==> config.mk <==
export PLATFORM = sky130hd
export DESIGN_NAME = fenc_entry_decode
export DESIGN_NICKNAME = d
export VERILOG_FILES = /design/src/design/fenc_pkg.sv /design/src/design/fenc_entry_decode.sv
export SDC_FILE = /design/constraint.sdc
export NUM_CORES = 1
export LEC_CHECK = 0
export BUFFER_PORTS_ARGS = -buffer_cell sky130_fd_sc_hd__buf_2
export CELL_PAD_IN_SITES_DETAIL_PLACEMENT = 1
export CELL_PAD_IN_SITES_GLOBAL_PLACEMENT = 1
export CORE_ASPECT_RATIO = 1.4
export CORE_MARGIN = 10
export CORE_UTILIZATION = 32
export DETAILED_ROUTE_END_ITERATION = 12
export GPL_ROUTABILITY_DRIVEN = 0
export PLACE_DENSITY = 0.9
export SYNTH_ARGS = -nofsm -noshare
export SYNTH_HDL_FRONTEND = slang
export SYNTH_SLANG_ARGS = --single-unit
==> constraint.sdc <==
create_clock -name vclk -period 3.4
set_clock_uncertainty 0.05 [all_clocks]
set_input_delay 0.51 -clock vclk [all_inputs]
set_output_delay 0.51 -clock vclk [all_outputs]
set_load 0.01 [all_outputs]
==> src/design/fenc_pkg.sv <==
// shared types, codes and constants of the fat entry next-cluster unit
`default_nettype none
package fenc_pkg;

    localparam int unsigned FAT_BYTES_MAX_DEF = 131072;

    // field widths fixed by the interface
    localparam int unsigned CLUS_W  = 28;
    localparam int unsigned SIZE_W  = 18;
    localparam int unsigned ADDR_W  = 17;
    localparam int unsigned LANES   = 4;

    // fat_type codes
    localparam logic [1:0] FT_FAT12   = 2'd0;
    localparam logic [1:0] FT_FAT16   = 2'd1;
    localparam logic [1:0] FT_FAT32   = 2'd2;
    localparam logic [1:0] FT_UNKNOWN = 2'd3;

    // status codes
    localparam logic [1:0] ST_OK       = 2'd0;
    localparam logic [1:0] ST_TOP_BITS = 2'd1;
    localparam logic [1:0] ST_BEYOND   = 2'd2;
    localparam logic [1:0] ST_BAD_TYPE = 2'd3;

    // configuration register indexes
    localparam logic [1:0] CFG_FAT_TYPE    = 2'd0;
    localparam logic [1:0] CFG_FAT_SIZE    = 2'd1;
    localparam logic [1:0] CFG_MAX_CLUSTER = 2'd2;

    localparam logic [31:0] CLUS_TOP_MASK = 32'hf000_0000;
    localparam logic [31:0] FAT32_MASK    = 32'h0fff_ffff;
    localparam logic [15:0] FAT12_MASK    = 16'h0fff;
    localparam logic [27:0] EOC_FAT12     = 28'h0000ff7;
    localparam logic [27:0] EOC_FAT16     = 28'h000fff7;
    localparam logic [27:0] EOC_FAT32     = 28'hffffff7;

    localparam logic [27:0] MAX_CLUSTER_RST = 28'd2;

    // lookup context carried alongside the store read
    typedef struct packed {
        logic [1:0] status;
        logic [1:0] lane_sel;   // lane holding the entry's first byte
        logic       odd;        // cluster number is odd
    } t_lookup_info;

    // decoded lookup result
    typedef struct packed {
        logic [1:0]        status;
        logic              next_is_data;
        logic              end_of_chain;
        logic [CLUS_W-1:0] next_cluster;
    } t_fenc_result;

endpackage
`default_nettype wire

==> src/design/fenc_entry_decode.sv <==
// byte alignment and decode of a fat entry into the next-cluster result
`default_nettype none
module fenc_entry_decode (
    input  wire logic [fenc_pkg::LANES-1:0][7:0] i_lane_data,
    input  wire fenc_pkg::t_lookup_info          i_info,
    input  wire logic [1:0]                      i_fat_type,
    input  wire logic [fenc_pkg::CLUS_W-1:0]     i_max_cluster,
    output fenc_pkg::t_fenc_result               o_result
);

    logic [3:0][7:0]              w_byte;
    logic [31:0]                  w_raw;
    logic [fenc_pkg::CLUS_W-1:0]  w_val;
    logic [fenc_pkg::CLUS_W-1:0]  w_thresh;

    // rotate lanes so byte 0 is the entry's first byte
    always_comb begin
        for (int k = 0; k < 4; k++) begin
            w_byte[k] = i_lane_data[i_info.lane_sel + 2'(k)];
        end
    end

    assign w_raw = w_byte;

    always_comb begin
        unique case (i_fat_type)
            fenc_pkg::FT_FAT12: begin
                w_val    = i_info.odd ? 28'({4'd0, w_raw[15:4]})
                                      : 28'(w_raw[15:0] & fenc_pkg::FAT12_MASK);
                w_thresh = fenc_pkg::EOC_FAT12;
            end
            fenc_pkg::FT_FAT16: begin
                w_val    = 28'(w_raw[15:0]);
                w_thresh = fenc_pkg::EOC_FAT16;
            end
            default: begin
                w_val    = 28'(w_raw & fenc_pkg::FAT32_MASK);
                w_thresh = fenc_pkg::EOC_FAT32;
            end
        endcase
    end

    always_comb begin
        o_result.status = i_info.status;
        if (i_info.status == fenc_pkg::ST_OK) begin
            o_result.next_cluster = w_val;
            o_result.end_of_chain = (w_val > w_thresh);
            o_result.next_is_data = (w_val >= 28'd2) && (w_val <= i_max_cluster);
        end else begin
            o_result.next_cluster = '0;
            o_result.end_of_chain = 1'b0;
            o_result.next_is_data = 1'b0;
        end
    end

endmodule
`default_nettype wire

; ---- Word level (Yosys, flattened, before mapping)
; Cells that the tools add are included.
[totals]
word_cells = 26
ff_bits = 0
inputBits = 67
output_inout_bits = 32
[classes]
magnitude_cmp = 7
n_mux = 12
n_reduce_logical = 3
addsub = 3
eq_ne = 1
[ops]
columns = op, count
row1 = case mux 28 bit (2 select lines), 2
row2 = binary-select mux 8 bit (select 2 bit), 4
row3 = 2-to-1 mux 30 bit, 1
row4 = ">= comparator 28 x 2 -> 1 bit, second input constant", 1
row5 = greater-than comparator 28 bit, 1
row6 = <= comparator 28 bit, 1
row7 = 2-to-1 mux 8 bit, 3
row8 = "< comparator 2 x 3 -> 1 bit, second input constant", 4
row9 = 2-to-1 mux 12 bit, 1
row10 = "adder 2 bit, second input constant", 2
row11 = zero test 2 bit, 2
row12 = 2-to-1 mux 4 bit, 1
row13 = "adder 2 x 1 -> 2 bit, second input constant", 1
row14 = "== test 2 x 1 -> 1 bit, second input constant", 1
row15 = logical AND 1 bit, 1

; ---- Depth between registers and ports, before layout
[depth]
depth_word = 8
mapped_depth = 13

; ---- Worst setup path after synthesis
; No wires, ideal clock.
[synth_path]
kind = input to output
startpoint = in i_info[2] in the netlist's numbering
endpoint = out o_result[29] in the netlist's numbering
n_path_buf = 2
path_stages = 11
arrival_ps = 3018
path_slack_ps = -178
cell_sequence = buf_2 -> buf_2 -> mux4_2 -> mux2_2 -> ha_1 -> and3_1 -> nand4_1 -> nand2b_1 -> o32a_1 -> o31a_1 -> nor4_1
[synth_rtl]
columns = item, line
row1 = start: declaration, fenc_entry_decode.sv:5  ; input wire fenc_pkg::t_lookup_info i_info,
row2 = end: declaration, fenc_entry_decode.sv:8  ; output fenc_pkg::t_fenc_result o_result

==> summary.md <==
| Metric | Value |
|---|---|
| Via Count | `3,173` |
| Peak supply drop | `between 0.07 and 0.08 mV` |
| Failing checks | `negative setup slack` |
| DRT Pass-1 Iters | `4` |
| Post-route DRC | `0` |
| Syn Std Cell Area | `around 2300 µm²` |
| Compound-cell area share of the yosys netlist | `0.123` |
| Hold path startpoint | `i_info[4]` |
| Final Slew Violations | `0` |
| Clock Buffer Count | `0` |
| Count of max-cap constraint violations | `0` |
| Total gr overflow | `0` |
| Yosys cell types | `43` |
| Most common cell in the synthesized netlist | `ha_1` |
| Critical path capture point type | `output pin` |
| Vias/cell | `around 5.9` |
| Min Hold Slack | `between 1 and 1.5 ns` |
| Die width | `around 91 µm` |
| Largest family of logic cells by synthesized area | `multiplexers` |
| Total Routing Usage GR | `0.206` |
| Antenna cells | `0` |
| Initial antenna violation count | `0` |
| Setup crit start kind | `input pin` |
| Least-Margin Pin Slew | `about 0.55 ns` |
| Worst EP arrival | `3.16 ns` |
| Critical path peak fanout | `11` |
| Max_slew headroom | `0.633` |
| Die Y | `between 100 and 150 µm` |
| Outcome | `complete, but fails checks` |
| Area Overhead vs Synth | `68.0%` |
| Mux share of post-synthesis cell area | `0.349` |
| First-pass GRT wire length | `~18,000 µm` |
| Post-synthesis simple-gate area fraction | `0.250` |
| Row cnt | `36` |
| Crit-path slowest cell | `mux4_2` |
| Setup TNS | `-0.470 ns` |
| Worst Hold Depth | `2` |
| Hold crit path type | `in2out` |
| ANT nets after route | `0` |
| Worst Setup Slack, final | `-0.319 ns` |
| Final Critical Period | `~3.7 ns` |
| Final core occ | `0.549` |
| CP dominant cell by count | `buf_12` |
| Io pins | `just under 100` |
| Reg area | `0 µm²` |
| Seq cells | `0` |
| Avg WL per Cell | `about 25 µm` |
| WP data required | `approximately 2.8 ns` |
| RSZ-0062 raised after global routing | `yes` |
| Kind of critical path | `in2out` |
| Synth top area share | `0.200` |
| Synth Area per Inst | `around 8.3 µm²` |
| PwrDens | `between 150 and 200 nW/µm²` |
| Hold-fix buffers at CTS | `0` |
| Synthesized instance count | `roughly 270` |
| Tcrit/Tclk final | `1.09` |
| Fraction of the mapped netlist area in adder cells | `0.178` |
| Final Hold Fails | `0` |
| Most frequent cells after synthesis | `ha_1 (32), inv_1 (31), and2_1 (20), mux4_2 (20), nor2_1 (20)` |
| Pleak | `about 0.002 µW` |
| Largest net degree at the start of global routing | `27` |
| Post-synthesis xor/xnor area fraction | `0` |
| Top cells by area, synth | `mux4_2 (20%), ha_1 (18%), mux2i_1 (7.6%)` |
| Worst Hold End | `o_result[31]` |
| Synth Net Count | `370` |
| Core area | `around 6900 µm²` |
| Ordered list of cells on the worst path | `buf_12, buf_12, buf_4, mux4_2, and2_1, ha_1, o21a_1, o21ai_0, a21oi_1, o31a_1, nor4_4, buf_2` |
| Fmax | `between 200 and 300 MHz` |
| Post-synthesis sequential area ratio | `0` |
| First DRT Iteration DRCs | `about 230` |
| Initial core utilization | `0.327` |
| Crit path largest cell delay | `roughly 0.53 ns` |
| Area leader, netlist | `mux4_2` |
| Die area | `roughly 11,000 µm²` |
| DP Wirelength | `between 9000 and 10,000 µm` |
| Synth warn | `0` |
| Total wire length | `13,600 µm` |
| Final setup violation count | `2` |
| Layout cells sized above 1 | `0.565` |
| Number of global-route vias before repair | `about 3,500` |
| # nets final | `540` |
| PortBufs | `between 90 and 100` |
cells by family after synthesis:
| group | count (synthesis) |
|---|---|
| multiplexers | 49 |
| buffers and inverters | 47 |
| AND/OR/NAND/NOR | 101 |
| adder cells (fa/ha/maj) | 32 |
| AO/OA/AOI/OAI | 42 |
worst max-delay path: cells and delay by family:
| kind | cells | cell delay, ns |
|---|---|---|
| multiplexers | 1 | 0.53 |
| buffers and inverters | 4 | 0.57 |
| adder cells (fa/ha/maj) | 1 | 0.31 |
| AND/OR/NAND/NOR | 2 | 0.42 |
| AO/OA/AOI/OAI | 4 | 0.81 |
layout make-up:
cell class / count / area [µm²]
Fill cell: 827 / 3110
Inverter: 31 / 116
Timing Repair Buffer: 184 / 1260
Tap cell: 95 / 119
Multi-Input combinational cell: 224 / 2290
power by group:
part           internal, µW  switching (µW)
logic                   327             325
registers                 0               0
clock network             0               0
per-layer routing:
metal,up-vias,routed length [µm],GRT usage,part of all wire
li1,1363,-,-,-
met1,1516,4400,0.192,0.32
met2,210,7210,0.398,0.53
met3,84,884,0.0365,0.065
met4,0,1070,0.135,0.079
met5,-,0,0,0
cells in the final DEF (no fill, tap or decap), types with 2 or more instances in the layout:
cell / count
mux2i_4: 5
and4_1: 2
o31ai_1: 2
and3_1: 12
o21ai_1: 4
buf_2: 96
buf_12: 4
buf_4: 77
nand4_1: 10
mux2_2: 3
and2_1: 20
nor4_1: 4
ha_4: 6
o21ai_0: 4
inv_1: 30
mux2i_2: 3
mux2i_1: 9
nor2_2: 2
mux4_2: 21
ha_1: 26
buf_6: 3
nor2_1: 16
nor2b_1: 3
o21ai_2: 2
mux2_4: 7
nand2_1: 9
a21o_1: 6
nand3_1: 7
nor3_1: 3
nor4_4: 2
clkbuf_16: 2
nor2_4: 2
a21oi_1: 12
through the flow:
stage	cell area (µm²)	worst slack [ns]	std cells	power, µW
2_1_floorplan	2280	-0.0102	271	268
6_report	3790	-0.319	534	653
5_1_grt	3790	-0.388	534	690
3_5_place_dp	3310	-0.617	519	524
3_3_place_gp	3310	-0.392	519	484
4_1_cts	3530	-0.277	526	564
worst max path at each step:
stage / startpoint / endpoint / slack [ns]
global placement: i_info[1] / o_result[29] / -0.39
floorplan: i_info[1] / o_result[29] / -0.01
CTS: i_info[2] / o_result[29] / -0.28
finish: i_info[1] / o_result[29] / -0.32
detailed placement: i_info[2] / o_result[29] / -0.62
global route: i_info[1] / o_result[29] / -0.39
repair_timing:
| action | 4_1_cts | 5_1_grt |
|---|---|---|
| endpoints found under the hold margin | 0 | 0 |
| gates cloned | 0 | 2 |
| pin swaps | 4 | 7 |
| endpoints found under the setup margin | 2 | 2 |
| setup buffers | 7 | 6 |
| resized for setup | 32 | 32 |
Note: power is estimated with default switching activity, not from simulation.
