### src/design/fenc_pkg.sv
// shared types, codes and constants of the fat entry next-cluster unit
`default_nettype none
package fenc_pkg;

    localparam int unsigned FAT_BYTES_MAX_DEF = 131072;

    // field widths fixed by the interface
    localparam int unsigned CLUS_W  = 28;
    localparam int unsigned SIZE_W  = 18;
    localparam int unsigned ADDR_W  = 17;
    localparam int unsigned LANES   = 4;

    // fat_type codes
    localparam logic [1:0] FT_FAT12   = 2'd0;
    localparam logic [1:0] FT_FAT16   = 2'd1;
    localparam logic [1:0] FT_FAT32   = 2'd2;
    localparam logic [1:0] FT_UNKNOWN = 2'd3;

    // status codes
    localparam logic [1:0] ST_OK       = 2'd0;
    localparam logic [1:0] ST_TOP_BITS = 2'd1;
    localparam logic [1:0] ST_BEYOND   = 2'd2;
    localparam logic [1:0] ST_BAD_TYPE = 2'd3;

    // configuration register indexes
    localparam logic [1:0] CFG_FAT_TYPE    = 2'd0;
    localparam logic [1:0] CFG_FAT_SIZE    = 2'd1;
    localparam logic [1:0] CFG_MAX_CLUSTER = 2'd2;

    localparam logic [31:0] CLUS_TOP_MASK = 32'hf000_0000;
    localparam logic [31:0] FAT32_MASK    = 32'h0fff_ffff;
    localparam logic [15:0] FAT12_MASK    = 16'h0fff;
    localparam logic [27:0] EOC_FAT12     = 28'h0000ff7;
    localparam logic [27:0] EOC_FAT16     = 28'h000fff7;
    localparam logic [27:0] EOC_FAT32     = 28'hffffff7;

    localparam logic [27:0] MAX_CLUSTER_RST = 28'd2;

    // lookup context carried alongside the store read
    typedef struct packed {
        logic [1:0] status;
        logic [1:0] lane_sel;   // lane holding the entry's first byte
        logic       odd;        // cluster number is odd
    } t_lookup_info;

    // decoded lookup result
    typedef struct packed {
        logic [1:0]        status;
        logic              next_is_data;
        logic              end_of_chain;
        logic [CLUS_W-1:0] next_cluster;
    } t_fenc_result;

endpackage
`default_nettype wire

### src/design/fenc_addr_gen.sv
// entry offset, bound and type checks, and per-lane row addresses of a lookup
`default_nettype none
module fenc_addr_gen #(
    parameter int unsigned FAT_BYTES_MAX = fenc_pkg::FAT_BYTES_MAX_DEF,
    parameter int unsigned RW            = 15
) (
    input  wire logic [31:0]                   i_cluster,
    input  wire logic [1:0]                    i_fat_type,
    input  wire logic [fenc_pkg::SIZE_W-1:0]   i_fat_size,
    output fenc_pkg::t_lookup_info             o_info,
    output logic [fenc_pkg::LANES-1:0][RW-1:0] o_row
);

    localparam logic [31:0] MAX32 = 32'(FAT_BYTES_MAX);

    logic [31:0]   w_c;
    logic [31:0]   w_off;
    logic [31:0]   w_end;
    logic [31:0]   w_limit;
    logic [31:0]   w_size;
    logic [RW-1:0] w_row_base;

    assign w_c    = {4'd0, i_cluster[27:0]};
    assign w_size = {{(32-fenc_pkg::SIZE_W){1'b0}}, i_fat_size};

    always_comb begin
        unique case (i_fat_type)
            fenc_pkg::FT_FAT12: begin
                w_off = w_c + {1'b0, w_c[31:1]};
                w_end = w_off + 32'd2;
            end
            fenc_pkg::FT_FAT16: begin
                w_off = {w_c[30:0], 1'b0};
                w_end = w_off + 32'd2;
            end
            default: begin
                w_off = {w_c[29:0], 2'b00};
                w_end = w_off + 32'd4;
            end
        endcase
    end

    assign w_limit    = (w_size > MAX32) ? MAX32 : w_size;
    assign w_row_base = w_off[RW+1:2];

    // lanes below the start lane hold bytes of the following row
    always_comb begin
        for (int l = 0; l < fenc_pkg::LANES; l++) begin
            o_row[l] = w_row_base + RW'(((2'(l)) < w_off[1:0]) ? 1 : 0);
        end
    end

    // checks in order: top bits, unknown type, size
    always_comb begin
        o_info.lane_sel = w_off[1:0];
        o_info.odd      = i_cluster[0];
        if ((i_cluster & fenc_pkg::CLUS_TOP_MASK) != 32'd0) begin
            o_info.status = fenc_pkg::ST_TOP_BITS;
        end else if (i_fat_type == fenc_pkg::FT_UNKNOWN) begin
            o_info.status = fenc_pkg::ST_BAD_TYPE;
        end else if (w_end > w_limit) begin
            o_info.status = fenc_pkg::ST_BEYOND;
        end else begin
            o_info.status = fenc_pkg::ST_OK;
        end
    end

endmodule
`default_nettype wire

### config.mk
export PLATFORM = sky130hd
export DESIGN_NAME = fenc_addr_gen
export DESIGN_NICKNAME = d
export VERILOG_FILES = /design/src/design/fenc_pkg.sv /design/src/design/fenc_addr_gen.sv
export SDC_FILE = /design/constraint.sdc
export NUM_CORES = 1
export LEC_CHECK = 0
export BUFFER_PORTS_ARGS = -buffer_cell sky130_fd_sc_hd__buf_4
export CAP_MARGIN = 10
export CORE_UTILIZATION = 45
export DETAILED_ROUTE_END_ITERATION = 6
export PLACE_DENSITY = 0.72
export SLEW_MARGIN = 30
export SYNTH_ARGS = -nofsm -noshare
export SYNTH_HDL_FRONTEND = slang
export SYNTH_SLANG_ARGS = --single-unit
### constraint.sdc
create_clock -name vclk -period 5.5
set_input_delay 0.825 -clock vclk [all_inputs]
set_output_delay 0.825 -clock vclk [all_outputs]
set_load 0.02 [all_outputs]
## Word level (Yosys, flattened, before mapping)

Index checks and enable logic that the tools add are counted.
Widths: inputs -> output; s select.

- Register bits after elaboration: 0
- Input bits: 52
- Output and inout bits: 65
- Logic and storage cells: 28

- $add $sub $neg: 8
- Magnitude comparators: 6
- Eq/ne operators: 2
- Multiplexer cells: 10
- Reductions and logical operators: 2

Operator list:

| cell | number |
|---|---|
| $pmux 31 s2 | 1 |
| $add 15x1->15 | 4 |
| $add 29x2->30 const B | 2 |
| $pmux 17 s2 | 1 |
| $gt 32x18->1 | 1 |
| $reduce_bool 32->1 | 1 |
| $add 30x3->31 const B | 1 |
| $add 28x27->29 | 1 |
| $gt 18x18->1 const B | 1 |
| $mux 18 | 1 |
| $mux 2 | 3 |
| $lt 1x2->1 const A | 2 |
| $lt 2x2->1 const A | 2 |
| $mux 1 | 4 |
| $eq 2x1->1 const B | 1 |
| $eq 2x2->1 const B | 1 |
| $logic_not 2->1 | 1 |

## Longest topological paths before layout

Gate-level depths: netlist (run 1).

- Depth in word-level cells: 7
- Depth in mapped cells: 24
- Mapped depth without buffers: 23

## Least setup slack after synthesis (run 1)

OpenSTA, ideal clock, no wires.

- Path kind: input-to-output
- From: input port i_cluster[0]
- To: output port o_info[4] (netlist bit)
- Arrival: 4.844 ns
- Data required time: 4.675 ns
- Setup slack: -0.169 ns
- Stages on the path: 23
- Buffers on the path: 0
- Cell sequence: ha_1 fa_1 a21o_1 a21oi_1 xor2_1 or3_4 nor4_4 nand3_1 xor2_1 nor2_1 a211oi_1 a21oi_1 ha_1 a21o_1 a21o_1 a21oi_1 o21ai_0 a21oi_1 o21ai_0 a21oi_1 nand3_1 o21ai_1 a31oi_1

RTL lines:

| item | line | RTL |
|---|---|---|
| from (decl) | fenc_addr_gen.sv:7 | `input wire logic [31:0] i_cluster,` |
| to (decl) | fenc_addr_gen.sv:10 | `output fenc_pkg::t_lookup_info o_info,` |

==> flow_metrics.tcl, run 1 <==
set metrics [dict create \
    endpoint_kind "primary output" \
    cts_hold_buf 0 \
    tightest_slew_ns 0.7750 \
    cp_max_fo 3 \
    grt_antenna_before_repair 0 \
    synth_top_area_share_pct 14.58 \
    drc 0 \
    area_growth_pct 41.60 \
    ant_nets 0 \
    dpl.hpwl_um 14000 \
    fin_ws_ns -0.5039 \
    setup_viol 1 \
    grt_pass1_wl_um 26030 \
    yosysUniqueCellTypes 71 \
    power_density_mw_per_mm2 141.4 \
    synth_area_leader_cell "ha_1" \
    hold_path_class "input pin to primary output" \
    irDropWorstVdd_mv 0.07237 \
    row_count 36 \
    syn-num-nets 792 \
    outcome "finished, violations left" \
    chipWidth_um 102.5 \
    ios 117 \
    drtIter0Drc 354 \
    dp_cells 1026 \
    drt_first_pass_iters 5 \
    violations "setup timing" \
    wire_per_inst_um 16.05 \
    design_area_sq_mm 0.006440 \
    cp_data_required_time_ns 4.68 \
    fin_crit_sh_pct 109.2 \
    rsz0062_at_grt "true" \
    seqCellArea_sq_um 0 \
    max_freq_mhz 166.6 \
    critPathLaunchType "input pin" \
    yosys_warnings 0 \
    slew_viol_final 0 \
    post_synth.cell_area_avg_sq_um 6.630 \
    vias_per_cell 5.790 \
    p_leak_nw 2.876 \
    holdWs_ns 2.004 \
    ys_top_cells_by_area "ha_1 15%, xnor2_1 13%, nand2_1 9.2%" \
    routed_wl_um 16500 \
    seq_cell_count 0 \
    start_util_pct 46.53 \
    period_needed_ns 6.004 \
    grt.total_usage_pct 30.60 \
    final.setup.tns_ns -0.5039 \
    vias 5952 \
    die_area_sq_mm 0.01051 \
    place_area_sq_mm 0.006360 \
    utilization_pct 65.89 \
    synth_area_sq_mm 0.004548 \
    antenna_cells 0 \
    worst_ep_arrival_time_ns 5.18 \
    final_cells 1028 \
    core_sq_mm 0.009774 \
    die_h_um 102.5 \
    slew_headroom_pct 46.86 \
    fin_total_pwr_mw 0.9104 \
    hold_depth 3 \
    grt_pass1_vias 5624 \
    layout.nets 1003 \
    grt.overflow.total 0 \
    grt_max_degree 67 \
    maxCapViolCount 0 \
    clock_buffers 0 \
    port_buffers 117 \
    layout-drive-gt1-share_pct 30.39 \
    critPathKind "input pin to primary output" \
    final_hold_viol_count 0 \
    syn_inst 686 \
    pre_cts_ws_ns -0.4874 \
    ys_seq_area_share_pct 0 \
    gp_congestion 0.9429 \
]
area by class of cell:
type               instances  area [sq um]
multi-input cells        641          4431
fillers                  877          3334
repair buffers           233          1764
well taps                133         166.4
inverters                 21         78.83
worst paths after layout:
path / slack (ns) / endpoint / from
min: 2.00 / o_info[0] / i_cluster[0]
max: -0.50 / o_info[4] / i_cluster[1]
routing by layer:
layer / global-route usage [%] / share of wire, % / vias up
met4: 8.022 / 2.5 / 0
met5: 0 / 0 / -
met2: 55.18 / 49 / 199
met3: 1.831 / 5.4 / 40
li1: - / - / 2918
met1: 39.32 / 43 / 2795
Yosys cell counts (2+ instances only):
| cell type | n |
|---|---|
| a2111oi_0 | 4 |
| a211o_1 | 3 |
| a211oi_1 | 13 |
| a21boi_0 | 2 |
| a21o_1 | 15 |
| a21oi_1 | 49 |
| a221o_1 | 3 |
| a31oi_1 | 4 |
| and2_1 | 8 |
| and2b_2 | 2 |
| and3_1 | 9 |
| and4_1 | 5 |
| buf_1 | 6 |
| buf_4 | 3 |
| clkbuf_1 | 13 |
| clkinv_1 | 3 |
| ha_1 | 53 |
| inv_1 | 18 |
| mux2i_1 | 20 |
| nand2_1 | 111 |
| nand3_1 | 24 |
| nand3b_1 | 2 |
| nand4_1 | 17 |
| nand4b_1 | 2 |
| nor2_1 | 51 |
| nor2b_1 | 5 |
| nor3_1 | 16 |
| nor4_1 | 7 |
| o211ai_1 | 8 |
| o21a_1 | 8 |
| o21ai_0 | 45 |
| o21ai_1 | 8 |
| o41ai_1 | 2 |
| or2_2 | 2 |
| or3_1 | 4 |
| or3_4 | 2 |
| or4_1 | 3 |
| xnor2_1 | 69 |
| xor2_1 | 35 |
cells in the final DEF (no fill, tap or decap), drive strengths merged, types with 3 or more instances in the layout:
cell     instances
o21ai           54
a21oi           49
and4             5
ha              53
a211o            3
a211oi          14
or4              3
clkinv           3
nor2b            5
a31oi            5
nand3           24
a21o            16
nand2          111
nand4           18
a221o            3
buf            233
and3            10
mux2i           20
nor3            17
nor2            52
o211ai           9
xnor2           69
xor2            35
and2             8
inv             18
o21a             8
nor4             9
or3              7
a2111oi          4
worst max-delay path: stages:
cell and delay (ns):
buf_8 0.10, ha_4 0.16, fa_2 0.40, buf_6 0.14, a21o_1 0.15, a21oi_2 0.15
xor2_1 0.11, or3_4 0.42, nor4_4 0.30, nand3_1 0.13, xor2_1 0.17, nor2_1 0.05
a211oi_1 0.18, a21oi_1 0.08, ha_1 0.35, a21o_1 0.18, a21o_1 0.17, a21oi_2 0.14
o21ai_1 0.08, a21oi_1 0.14, o21ai_1 0.09, a21oi_1 0.16, nand3_1 0.11, o21ai_2 0.14
a31oi_2 0.09, buf_4 0.17
timing repair:
action                                  4_1_cts  5_1_grt
setup buffers                                 0        2
gates resized for setup                       5       15
pin swaps                                     6       20
endpoints found under the setup margin        1        4
power by group:
group	total, mW	switching (mW)	internal (mW)
Sequential	0	0	0
Combinational	0.910	0.499	0.412
Clock	0	0	0
Total	0.910	0.499	0.412
cell families after synthesis:
family | Yosys count | share of synthesized area (%)
buffers and inverters | 45 | 4.209
adder cells (fa/ha/maj) | 54 | 15.02
XOR/XNOR | 104 | 20.03
multiplexers | 21 | 4.649
AO/OA/AOI/OAI | 180 | 25.48
AND/OR/NAND/NOR | 282 | 30.62
Power figures use the tool's default switching activity.
==> run 2, diff against run 1 <==
--- a/config.mk
+++ b/config.mk
@@ -10,6 +10,7 @@
 export CORE_UTILIZATION = 45
 export DETAILED_ROUTE_END_ITERATION = 6
 export PLACE_DENSITY = 0.72
+export REMOVE_ABC_BUFFERS = 1
 export SLEW_MARGIN = 30
 export SYNTH_ARGS = -nofsm -noshare
 export SYNTH_HDL_FRONTEND = slang
==> flow_metrics.tcl, run 2 (synthesized netlist as in run 1, its figures left out) <==
set metrics [dict create \
    port_buffers 117 \
    grt_max_degree 67 \
    grt.total_usage_pct 29.84 \
    critPathLaunchType "input pin" \
    wire_per_inst_um 15.83 \
    final_hold_viol_count 0 \
    endpoint_kind "primary output" \
    grt.overflow.total 0 \
    seq_power_share_pct 0 \
    critPathKind "input pin to primary output" \
    drt_first_pass_iters 5 \
    antenna_cells 0 \
    cp_data_required_time_ns 4.68 \
    dpl.hpwl_um 13230 \
    vias 5896 \
    clockPowerShare_pct 0 \
    dp_cells 1008 \
    setup_viol 1 \
    vias_per_cell 5.809 \
    pre_cts_ws_ns -0.5499 \
    core_sq_mm 0.009774 \
    final_cells 1015 \
    maxCapViolCount 0 \
    grt_pass1_vias 5500 \
    cpMostUsedCell "o21ai_1" \
    ant_nets 0 \
    gp_congestion 0.9104 \
    row_count 36 \
    chipWidth_um 102.5 \
    slew_headroom_pct 58.57 \
    worst_ep_arrival_time_ns 4.90 \
    p_sw_share_pct 54.50 \
    drc 0 \
    p_leak_nw 2.826 \
    violations "setup timing" \
    fillers 889 \
    grt_pass1_wl_um 25420 \
    power_density_mw_per_mm2 143.2 \
    p_int_mw 0.4175 \
    period_needed_ns 5.728 \
    max_stage_delay_ns 0.57 \
    max_freq_mhz 174.6 \
    seqCellArea_sq_um 0 \
    irDropWorstVdd_mv 0.06456 \
    layout.nets 990 \
    mostFrequentLayoutCell "buf_4" \
    fin_ws_ns -0.2283 \
    layout-drive-gt1-share_pct 29.59 \
    die_area_sq_mm 0.01051 \
    drtIter0Drc 257 \
    power_switching_mw 0.5001 \
    comb_power_share_pct 100.0 \
    tightest_slew_ns 0.6214 \
    cp_max_fo 5 \
    ios 117 \
    cts_hold_buf 0 \
    final_cell_mix "213 x buf_4, 111 x nand2_1, 68 x xnor2_1" \
    utilization_pct 65.58 \
    grt_antenna_before_repair 0 \
    fin_crit_sh_pct 104.2 \
    start_util_pct 46.53 \
    die_h_um 102.5 \
    area_growth_pct 40.94 \
    timing.critical_path.slowest_stage_cell "or4_4" \
    routed_wl_um 16070 \
    seq_cell_count 0 \
    outcome "finished, violations left" \
    hold_path_class "input pin to primary output" \
    clock_buffers 0 \
    rsz0062_at_grt "true" \
    slew_viol_final 0 \
]
[run 2: path summary, 6_finish.rpt]
path                    startpoint        end  slack [ns]  cells past startpoint
worst max-delay path  i_cluster[1]  o_info[4]       -0.23                     27
worst min-delay path  i_cluster[0]  o_info[0]        2.01                      3
[run 2: layout make-up]
cell class | count | area [sq um] | share of cell area (%)
Inverter | 21 | 78.83 | 1.230
Timing Repair Buffer | 220 | 1682 | 26.23
Multi-Input combinational cell | 641 | 4483 | 69.94
Tap cell | 133 | 166.4 | 2.596
[run 2: stage by stage]
step	area (sq um)	TNS (ns)	hold WS, ns	total power, mW
6_report	6410	-0.2283	2.007	0.9177
5_1_grt	6410	-0.4941	2.023	0.9891
4_1_cts	6376	-0.1986	2.023	0.9009
3_5_place_dp	6201	-0.5499	2.003	0.8721
3_3_place_gp	6201	-0.4609	1.997	0.8528
2_1_floorplan	4436	-0.1459	1.650	0.5006
[run 2: layer usage]
metal,track usage (%),wire (um),vias to the layer above
met5,0,0,-
met4,9.560,540,0
met3,2.169,832,36
met2,55.85,7946,201
met1,35.85,6749,2756
li1,-,-,2903
[run 2: power by group through the flow]
stage	Clock (mW)	Sequential, mW	Combinational (mW)
after detailed placement	0	0	0.872
after CTS	0	0	0.901
after floorplan	0	0	0.501
after global routing	0	0	0.989
after global placement	0	0	0.853
final	0	0	0.918
[run 2: repair_timing]
action | in CTS | in global routing
resized for setup | 30 | 8
setup buffers | 6 | 1
pin swaps | 39 | 13
setup endpoints to repair | 1 | 1
[run 2: critical path: cells and delay by family]
| kind | cells | cell delay [ns] |
|---|---|---|
| buffers and inverters | 6 | 0.76 |
| AO/OA/AOI/OAI | 7 | 0.89 |
| AND/OR/NAND/NOR | 9 | 1.50 |
| XOR/XNOR | 2 | 0.26 |
| multiplexers | 1 | 0.13 |
| adder cells (fa/ha/maj) | 2 | 0.54 |
==> run 3, diff against run 2 <==
--- a/config.mk
+++ b/config.mk
@@ -7,10 +7,12 @@
 export LEC_CHECK = 0
 export BUFFER_PORTS_ARGS = -buffer_cell sky130_fd_sc_hd__buf_4
 export CAP_MARGIN = 10
+export CORE_ASPECT_RATIO = 0.8
 export CORE_UTILIZATION = 45
 export DETAILED_ROUTE_END_ITERATION = 6
 export PLACE_DENSITY = 0.72
 export REMOVE_ABC_BUFFERS = 1
+export SETUP_SLACK_MARGIN = 0.5
 export SLEW_MARGIN = 30
 export SYNTH_ARGS = -nofsm -noshare
 export SYNTH_HDL_FRONTEND = slang
==> flow_metrics.tcl, run 3 (synthesized netlist as in run 1, its figures left out) <==
set metrics [dict create \
    outcome "finished, violations left" \
    violations "setup timing" \
    gp_congestion 0.9608 \
    critPathLaunchType "input pin" \
    cp_data_required_time_ns 4.68 \
    die_h_um 91.92 \
    area_growth_pct 47.43 \
    grt.overflow.total 0 \
    grt.total_usage_pct 32.29 \
    ios 117 \
    power_density_mw_per_mm2 148.1 \
    slew_headroom_pct 49.12 \
    seqCellArea_sq_um 0 \
    ant_nets 0 \
    core_sq_mm 0.009729 \
    cp_max_fo 2 \
    pre_cts_ws_ns -0.5597 \
    vias_per_cell 5.758 \
    die_area_sq_mm 0.01052 \
    grt_pass1_vias 5457 \
    seq_cell_count 0 \
    drt_first_pass_iters 5 \
    tightest_slew_ns 0.7534 \
    antenna_cells 0 \
    port_buffers 117 \
    drc 0 \
    maxCapViolCount 0 \
    grt_antenna_before_repair 0 \
    dp_cells 1033 \
    clock_buffers 0 \
    critPathKind "input pin to primary output" \
    final.setup.tns_ns -0.3676 \
    slew_viol_final 0 \
    setup_viol 1 \
    layout-drive-gt1-share_pct 32.71 \
    final_cells 1047 \
    fin_total_pwr_mw 0.9931 \
    cts_hold_buf 0 \
    max_freq_mhz 170.4 \
    rsz0062_at_grt "true" \
    endpoint_kind "primary output" \
    period_needed_ns 5.868 \
    vias 6029 \
    dpl.hpwl_um 14280 \
    wire_per_inst_um 16.61 \
    mostFrequentLayoutCell "buf_4" \
    grt_max_degree 67 \
    fin_crit_sh_pct 106.7 \
    layout.nets 1019 \
    drtIter0Drc 476 \
    fin_ws_ns -0.3676 \
    chipWidth_um 114.4 \
    hold_path_class "input pin to primary output" \
    start_util_pct 46.75 \
    row_count 32 \
    final_hold_viol_count 0 \
    routed_wl_um 17390 \
    worst_ep_arrival_time_ns 5.04 \
    grt_pass1_wl_um 27320 \
    irDropWorstVdd_mv 0.09268 \
    p_leak_nw 2.992 \
    final_cell_mix "240 x buf_4, 111 x nand2_1, 65 x xnor2_1" \
]
[run 3: cell count changes in the layout (fill, tap and decap cells not counted), moves of 2 or more]
cell     previous run  this run
xnor2_1            68        65
o21ai_0            39        36
buf_6               6         9
o21ai_1            14        16
buf_4             213       240
xnor2_2             1         4
[run 3: metal layers]
layer | wire length [um] | GRT usage (%) | share of wire [%]
met5 | 0 | 0 | 0
met4 | 233 | 4.437 | 1.3
met3 | 1678 | 6.081 | 9.7
met2 | 7165 | 47.27 | 41
met1 | 8309 | 49.01 | 48
[run 3: timing repair]
item	in CTS	in global routing
cloned	0	0
resized for setup	36	15
buffers inserted	11	3
endpoints found under the setup margin	10	30
pin swaps	43	7
[run 3: final cells by class]
class                           instances  area (sq um)
Timing Repair Buffer                  249          1903
Inverter                               21         78.83
Fill cell                             837          3024
Tap cell                              136         170.2
Multi-Input combinational cell        641          4553
[run 3: worst max-delay path, cell delays in order]
cell and delay [ns]:
buf_6 0.09, buf_6 0.11, buf_6 0.11, ha_4 0.21, a211oi_4 0.28, nor2_2 0.10, xnor2_2 0.15, buf_4 0.13
or3_4 0.38, nor4_4 0.16, buf_4 0.16, buf_6 0.10, nand4_1 0.13, xor2_1 0.22, nor2_1 0.06, a21oi_1 0.13
mux2i_1 0.09, ha_1 0.34, nand4_1 0.12, nor2_1 0.17, nand3_1 0.12, o21ai_1 0.09, o21ai_1 0.11, a21oi_2 0.15
nand3_1 0.10, o21ai_1 0.15, a31oi_1 0.09, buf_4 0.17
[run 3: through the flow]
step                hold WS (ns)  utilization, %  area [sq um]
finish                     2.028           68.92          6705
global route               2.032           68.92          6705
CTS                        2.014           67.89          6605
detailed placement         2.013           65.47          6370
global placement           2.012           65.47          6370
floorplan                  1.650               -          4436
[run 3: worst paths after layout]
path,from,to,slack [ns],depth (start not counted)
setup / recovery,i_cluster[1],o_info[4],-0.37,28
hold / removal,i_cluster[0],o_info[0],2.03,3
[run 3: where the power goes]
part	total [mW]	internal (mW)	leakage (nW)	switching (mW)
logic	0.993	0.453	2.99	0.541
registers	0	0	0	0
clock network	0	0	0	0
total	0.993	0.453	2.99	0.541
